### src/sv/path_segment_interpolator_unit_assert.svh
// ----------------------------------------------------------------------------
// Path segment interpolator assertion macros
// Shared concurrent assertion forms for the interpolator top level.
// ----------------------------------------------------------------------------
`ifndef PATH_SEGMENT_INTERPOLATOR_UNIT_ASSERT_SVH
`define PATH_SEGMENT_INTERPOLATOR_UNIT_ASSERT_SVH

// same-cycle implication
`define PSI_ASSERT_NOW(lbl, clk, rst, ante, cons, msg) \
   lbl: assert property (@(posedge clk) disable iff (rst) (ante) |-> (cons)) \
      else $error(msg);

// next-cycle implication
`define PSI_ASSERT_NEXT(lbl, clk, rst, ante, cons, msg) \
   lbl: assert property (@(posedge clk) disable iff (rst) (ante) |=> (cons)) \
      else $error(msg);

`endif

### src/sv/psi_pkg.sv
// ----------------------------------------------------------------------------
// psi_pkg
// Shared constants, controller states and command/status types.
// ----------------------------------------------------------------------------
`default_nettype none

package psi_pkg;

   localparam int unsigned MAX_SEG_PTS  = 63;
   localparam int unsigned PPM_W        = 10;
   localparam logic [9:0]  PPM_RESET    = 10'd20;
   localparam int unsigned COORD_W      = 32;
   localparam int unsigned SEQ_W        = 16;
   localparam int unsigned ITER_STEPS   = 32;

   typedef enum logic [2:0] {
      ST_IDLE,
      ST_SQX,
      ST_SQY,
      ST_SQRT,
      ST_SCALE,
      ST_NSEL,
      ST_DIV,
      ST_EMIT
   } psi_state_type;

   typedef struct packed {
      logic accept;
      logic sq_x;
      logic sq_y;
      logic sqrt_step;
      logic scale;
      logic nsel;
      logic div_step;
      logic advance;
      logic load_final;
      logic out_fire;
   } psi_cmd_type;

   typedef struct packed {
      logic have_prev;
      logic fin;
   } psi_status_type;

endpackage

`default_nettype wire

### src/sv/psi_controller.sv
// ----------------------------------------------------------------------------
// psi_controller
// Sequences one waypoint: squares, root, count, divide, then point emission.
// ----------------------------------------------------------------------------
`default_nettype none

module psi_controller #(
   parameter int unsigned NW = 6
) (
   input  wire logic                     clock,
   input  wire logic                     reset,
   input  wire logic                     req_valid,
   input  wire logic                     req_is_final,
   input  wire logic                     rsp_ready,
   input  wire psi_pkg::psi_status_type  status,
   input  wire logic [NW-1:0]            seg_n,
   output      psi_pkg::psi_cmd_type     cmd,
   output      logic                     req_ready,
   output      logic                     rsp_valid,
   output      logic                     rsp_end_of_run
);
   import psi_pkg::*;

   psi_state_type state_ff, state_in;
   logic [4:0]    cnt_ff, cnt_in;
   logic [NW-1:0] j_ff, j_in;
   logic          last_pt_ff, last_pt_in;
   logic [NW-1:0] last_j;
   logic          seg_last;

   always_ff @(posedge clock) begin
      if (reset) begin
         state_ff   <= ST_IDLE;
         cnt_ff     <= '0;
         j_ff       <= '0;
         last_pt_ff <= 1'b0;
      end else begin
         state_ff   <= state_in;
         cnt_ff     <= cnt_in;
         j_ff       <= j_in;
         last_pt_ff <= last_pt_in;
      end
   end

   always_comb begin
      state_in       = state_ff;
      cnt_in         = cnt_ff;
      j_in           = j_ff;
      last_pt_in     = last_pt_ff;
      cmd            = '0;
      req_ready      = 1'b0;
      rsp_valid      = 1'b0;
      rsp_end_of_run = 1'b0;
      last_j         = (seg_n < NW'(2)) ? '0 : seg_n - NW'(1);
      seg_last       = (j_ff == last_j);
      case (state_ff)
         ST_IDLE: begin
            req_ready = 1'b1;
            if (req_valid) begin
               cmd.accept = 1'b1;
               if (status.have_prev) begin
                  state_in = ST_SQX;
               end else if (req_is_final) begin
                  last_pt_in = 1'b1;
                  state_in   = ST_EMIT;
               end
            end
         end
         ST_SQX: begin
            cmd.sq_x = 1'b1;
            state_in = ST_SQY;
         end
         ST_SQY: begin
            cmd.sq_y = 1'b1;
            cnt_in   = '0;
            state_in = ST_SQRT;
         end
         ST_SQRT: begin
            cmd.sqrt_step = 1'b1;
            cnt_in        = cnt_ff + 5'd1;
            if (cnt_ff == 5'(ITER_STEPS - 1)) begin
               state_in = ST_SCALE;
            end
         end
         ST_SCALE: begin
            cmd.scale = 1'b1;
            state_in  = ST_NSEL;
         end
         ST_NSEL: begin
            cmd.nsel = 1'b1;
            cnt_in   = '0;
            state_in = ST_DIV;
         end
         ST_DIV: begin
            cmd.div_step = 1'b1;
            cnt_in       = cnt_ff + 5'd1;
            if (cnt_ff == 5'(ITER_STEPS - 1)) begin
               j_in       = '0;
               last_pt_in = 1'b0;
               state_in   = ST_EMIT;
            end
         end
         ST_EMIT: begin
            rsp_valid      = 1'b1;
            rsp_end_of_run = last_pt_ff || (seg_last && !status.fin);
            if (rsp_ready) begin
               cmd.out_fire = 1'b1;
               if (last_pt_ff) begin
                  last_pt_in = 1'b0;
                  state_in   = ST_IDLE;
               end else if (seg_last) begin
                  if (status.fin) begin
                     cmd.load_final = 1'b1;
                     last_pt_in     = 1'b1;
                  end else begin
                     state_in = ST_IDLE;
                  end
               end else begin
                  cmd.advance = 1'b1;
                  j_in        = j_ff + NW'(1);
               end
            end
         end
         default: begin
            state_in = ST_IDLE;
         end
      endcase
   end

endmodule

`default_nettype wire

### config.mk
export PLATFORM = sky130hd
export DESIGN_NAME = psi_controller
export DESIGN_NICKNAME = d
export VERILOG_FILES = /design/src/sv/path_segment_interpolator_unit_assert.svh /design/src/sv/psi_pkg.sv /design/src/sv/psi_controller.sv
export SDC_FILE = /design/constraint.sdc
export NUM_CORES = 1
export LEC_CHECK = 0
export ABC_AREA = 1
export BUFFER_PORTS_ARGS = -buffer_cell sky130_fd_sc_hd__buf_4
export CAP_MARGIN = 20
export CORE_ASPECT_RATIO = 0.8
export CORE_MARGIN = 2
export CORE_UTILIZATION = 32
export CTS_BUF_LIST = sky130_fd_sc_hd__clkbuf_4 sky130_fd_sc_hd__clkbuf_8
export DETAILED_ROUTE_END_ITERATION = 8
export GPL_ROUTABILITY_DRIVEN = 0
export GPL_TIMING_DRIVEN = 0
export REMOVE_ABC_BUFFERS = 1
export SLEW_MARGIN = 20
export SYNTH_ARGS = -nofsm -noshare
export SYNTH_HDL_FRONTEND = slang
export SYNTH_SLANG_ARGS = --single-unit
### constraint.sdc
create_clock -name clock -period 2.76 [get_ports clock]
set_input_delay 0.828 -clock clock [delete_from_list [all_inputs] [get_ports clock]]
set_output_delay 0.828 -clock clock [all_outputs]
set_load 0.1 [all_outputs]
; ---- Yosys cells after proc, flatten, opt, wreduce, memory -nomap -nowiden
; Index checks and enable logic that the tools add are counted.
[totals]
register_bits = 15
inputBits = 13
output_inout_bits = 13
wordCells = 81
[classes]
addsub = 3
n_lt_le_gt_ge = 1
eq_ne = 20
mux = 41
n_reduce_logical = 12
[ops]
columns = op, n
row1 = two-way mux 3 bit, 11
row2 = two-way mux 6 bit, 5
row3 = case mux 3 bit (8 select lines), 1
row4 = two-way mux 1 bit, 20
row5 = "!= test 2 bit, second input constant", 8
row6 = "== test 3 bit, second input constant", 4
row7 = case mux 6 bit (2 select lines), 1
row8 = case mux 5 bit (2 select lines), 1
row9 = "!= test 3 bit, second input constant", 3
row10 = AND reduction 7 bit, 1
row11 = "adder 6 x 1 -> 6 bit, second input constant", 1
row12 = "== test 3 x 2 -> 1 bit, second input constant", 2
row13 = == test 6 bit, 1
row14 = "less-than comparator 6 x 2 -> 1 bit, second input constant", 1
row15 = AND reduction 6 bit, 1
row16 = "subtractor 6 x 1 -> 6 bit, second input constant", 1
row17 = "adder 5 x 1 -> 5 bit, second input constant", 1
row18 = "== test 5 bit, second input constant", 1
row19 = AND reduction 5 bit, 1
row20 = nonzero test 2 bit, 2
row21 = OR reduction 2 bit, 2
row22 = "== test 3 x 1 -> 1 bit, second input constant", 1
row23 = logical NOT 3 bit, 1
row24 = case mux 1 bit (3 select lines), 1
row25 = 5 further kinds, 5

; ---- Longest topological paths before layout
[logic_depth]
ltp_word = 7
depth_mapped = 15
mapped_depth_nobuf = 15

; ---- Worst setup path before layout
; Ideal clock, no wire load.
[synth_timing]
path_kind = input to output
start = in seg_n[0]
end = out rsp_end_of_run
arrival_time_ps = 3202
required_time_ps = 1932
slack_ps = -1270
stages = 9
path_cell_list = inv_1 > ha_1 > xor2_1 > nand3_1 > nand2_1 > nand3_2 > nor2_4 > nand3_1 > a21oi_1
[synth_between]
elab_chain_cells = 6
word_cells_on_any_way = 7
cone_classes = 1 x add/sub / 1 x order compare / 1 x eq/ne / 2 x mux / 2 x reduce/logical
[synth_rtl]
columns = element, line_no
row1 = start: declaration, psi_controller.sv:16  ; input wire logic [NW-1:0] seg_n,
row2 = subtractor 6 x 1 -> 6 bit or less-than comparator 6 x 2 -> 1 bit (tied branches), psi_controller.sv:54  ; last_j = (seg_n < NW'(2)) ? '0 : seg_n - NW'(1);
row3 = two-way mux 6 bit (*), psi_controller.sv:54
row4 = == test 6 bit (*), psi_controller.sv:55  ; seg_last = (j_ff == last_j);
row5 = logical AND 1 bit (*), psi_controller.sv:105  ; rsp_end_of_run = last_pt_ff || (seg_last && !status.fin);
row6 = logical OR 1 bit (*), psi_controller.sv:105
row7 = two-way mux 1 bit (*), psi_controller.sv:56  ; case (state_ff)
row8 = end: declaration, psi_controller.sv:20  ; output logic rsp_end_of_run
; Every way passes the cells marked *; elsewhere a longest branch is shown, timed or not.

==> results.tsv <==
metric	value	unit
Port-buffer cells	25	
Fmax	0.327	GHz
Seq pwr share	0.227	
Final setup viols	4	
initial DRC count	94	
HP Class	flip-flop to flip-flop	
Pwr Total	1.35	mW
Die Footprint	4450	µm²
Hold WS	474	ps
# rows	20	
top cells by count, synth	52 x nand2_1, 29 x inv_1, 24 x nor2_1, 19 x nand3_1, 18 x a21oi_1	
Vias	1380	
clk root buf	clkbuf_8	
filler cell count	372	
Worst Tran Pin Value	358	ps
Hold Fails Final Rpt	0	
Rel. slew slack	0.755	
Detail Route Antenna Nets	0	
layout overhead on the synthesized area	46.0	%
Worst Setup Slack, final	-301	ps
Diodes inserted	0	
cell count after placement	281	
largest net degree at the start of global routing	14	
DRC violations left	0	
Mapped Cells	204	
switching power total	0.762	mW
Synth Flop Type	dfxtp_1	
Clock transition at path regs	60	ps
WP data arrival	2230	ps
I/O Pins	26	
wire length of the first global-routing pass	5260	µm
Hold Crit Start	cnt_ff[4]$_SDFFE_PP0P_	
Hold Crit Depth	2	
WL per Instance	10.6	µm
top cells by area, synth	dfxtp_1 24%, nand2_1 16%, inv_1 8.6%	
area of the core	3780	µm²
VDD IR max	0.536	mV
Detailed Place HPWL	2180	µm
vias in the first global route	1204	
Tcrit/Tclk final	1.11	
Die W	74.1	µm
Clock Skew	8.34	ps
Longest Clk Path Bufs	2	
Setup CP Type	input port to output pin	
Non-Filler Instances	302	
critical path peak fanout	3	
count leader, synth	nand2_1	
status	finished, violations left	
Sw Ratio	0.565	
Clk pwr share	0.141	
unrepaired setup endpoints after global routing	yes	
vias per std cell	4.57	
Slew Limit Fails	0	
WL final	3210	µm
R2R Setup Slk	300	ps
leakage power	0.834	nW
EDFF count, synth	0	
FF-to-FF path depth	14	
dpl ws	-490	ps
failing checks	setup timing	
Final #Nets	265	
Clock Latency Late Sink	250	ps
Initial Util	0.333	
Pint	0.587	mW
CTS tree	done	
die height	60.1	µm
initial antenna violation count	0	
Worst Setup Start Kind	input port	
Synth Cell Area	1260	µm²
Syn. warnings	0	
max_cap viols	0	
layout cells sized above 1	0.344	
Hold Buf Count CTS	0	
WP data required	1930	ps
Clock Sinks	15	
top cell type's share of synthesized area	0.239	
reg-to-reg critical path startpoint	state_ff[0]$_SDFFE_PP0P_	
Reg-to-Reg End	last_pt_ff$_SDFFE_PP0P_	
Setup crit end kind	output pin	
GRT overflow	0	
GRT Total Usage	0.150	
syn_area_per_cell	6.17	µm²
CTS H-tree depth	1	
Initial DRT Pass Iterations	4	
WHS Endpoint	cnt_ff[4]$_SDFFE_PP0P_	
number of synthesized register bits	15	
dominant cell type by area after synthesis	dfxtp_1	
cts bufs inserted	3	
min cycle time layout	3060	ps
register area share after synthesis	0.239	
PD cells	734	nW/µm²
asr flop ratio synth	0	
count of cell types in the netlist	28	
Logic pwr share	0.632	
[critical path, cell delays in order]
cell and delay [ps]:
buf_12 110, inv_6 40, ha_4 150, xor2_4 180, nand3_2 100, nand2_2 70, nand3_2 80, nor2_4 130
nand4_1 140, nor2_1 150, buf_6 240
[area by class of cell]
class | count | area, µm² | area share
multi-input cells | 154 | 916 | 0.498
inverters | 33 | 140 | 0.0762
well taps | 55 | 68.8 | 0.0374
clock buffers | 4 | 48.8 | 0.0265
repair buffers | 41 | 364 | 0.198
flip-flops and latches | 15 | 300 | 0.163
[timing repair]
| item | in CTS | in global routing |
|---|---|---|
| gates resized for setup | 16 | 26 |
| gates cloned | 0 | 1 |
| setup endpoints to repair | 3 | 4 |
| pin swaps | 7 | 16 |
| buffers inserted | 10 | 6 |
[power groups by stage]
stage / sequential [mW] / combinational [mW] / clock (mW)
after floorplan: 0.298 / 0.663 / 0
after global placement: 0.310 / 0.813 / 0
after detailed placement: 0.309 / 0.811 / 0
after CTS: 0.304 / 0.825 / 0.198
after global routing: 0.315 / 0.924 / 0.204
final: 0.306 / 0.852 / 0.190
[flip-flops by register name, indices dropped and copies added (netlist names)]
| register | count |
|---|---|
| last_pt_ff | 1 |
| state_ff | 3 |
| j_ff | 6 |
| cnt_ff | 5 |
[placed cells by master, fill, tap and decap left out, types with 6 or more instances in the layout]
cell type | synthesis | layout
nand2_1 | 52 | 46
buf_4 | 1 | 34
inv_1 | 29 | 25
nor2_1 | 24 | 23
a21oi_1 | 18 | 16
nand3_1 | 19 | 15
dfxtp_1 | 15 | 15
nand2_2 | 2 | 8
nand3_2 | 2 | 6
nand4_1 | 6 | 6
[stage by stage]
step	setup TNS [ps]	area, µm²	utilization
global placement	-1390	1500	0.397
detailed placement	-1370	1500	0.397
floorplan	-7320	1240	-
global route	-1510	1840	0.486
CTS	-1050	1680	0.446
finish	-1020	1840	0.486
[cell families after synthesis]
logic type	count (synthesis)	share of synthesized area
simple gates	119	0.457
buf+inv	36	0.112
flops	15	0.239
xor+xnor	5	0.0348
fa+ha+maj	4	0.0398
compound gates	25	0.117
[worst max-delay path by stage]
stage	slack, ps	endpoint	depth (start not counted)	start
finish	-300	cmd[1]	11	seg_n[1]
global route	-430	cmd[1]	11	seg_n[2]
CTS	-310	cmd[1]	12	seg_n[1]
detailed placement	-490	rsp_end_of_run	11	seg_n[0]
global placement	-490	rsp_end_of_run	11	seg_n[0]
floorplan	-1580	cmd[2]	5	state_ff[2]$_SDFFE_PP0P_
[per-layer routing]
layer	track usage	vias up	wire, µm
met5	0	-	0
met4	0.0442	0	50
li1	-	746	-
met1	0.210	601	1620
met2	0.227	27	1410
met3	0.0354	6	132
No activity file was read; power rests on OpenSTA's default activity.
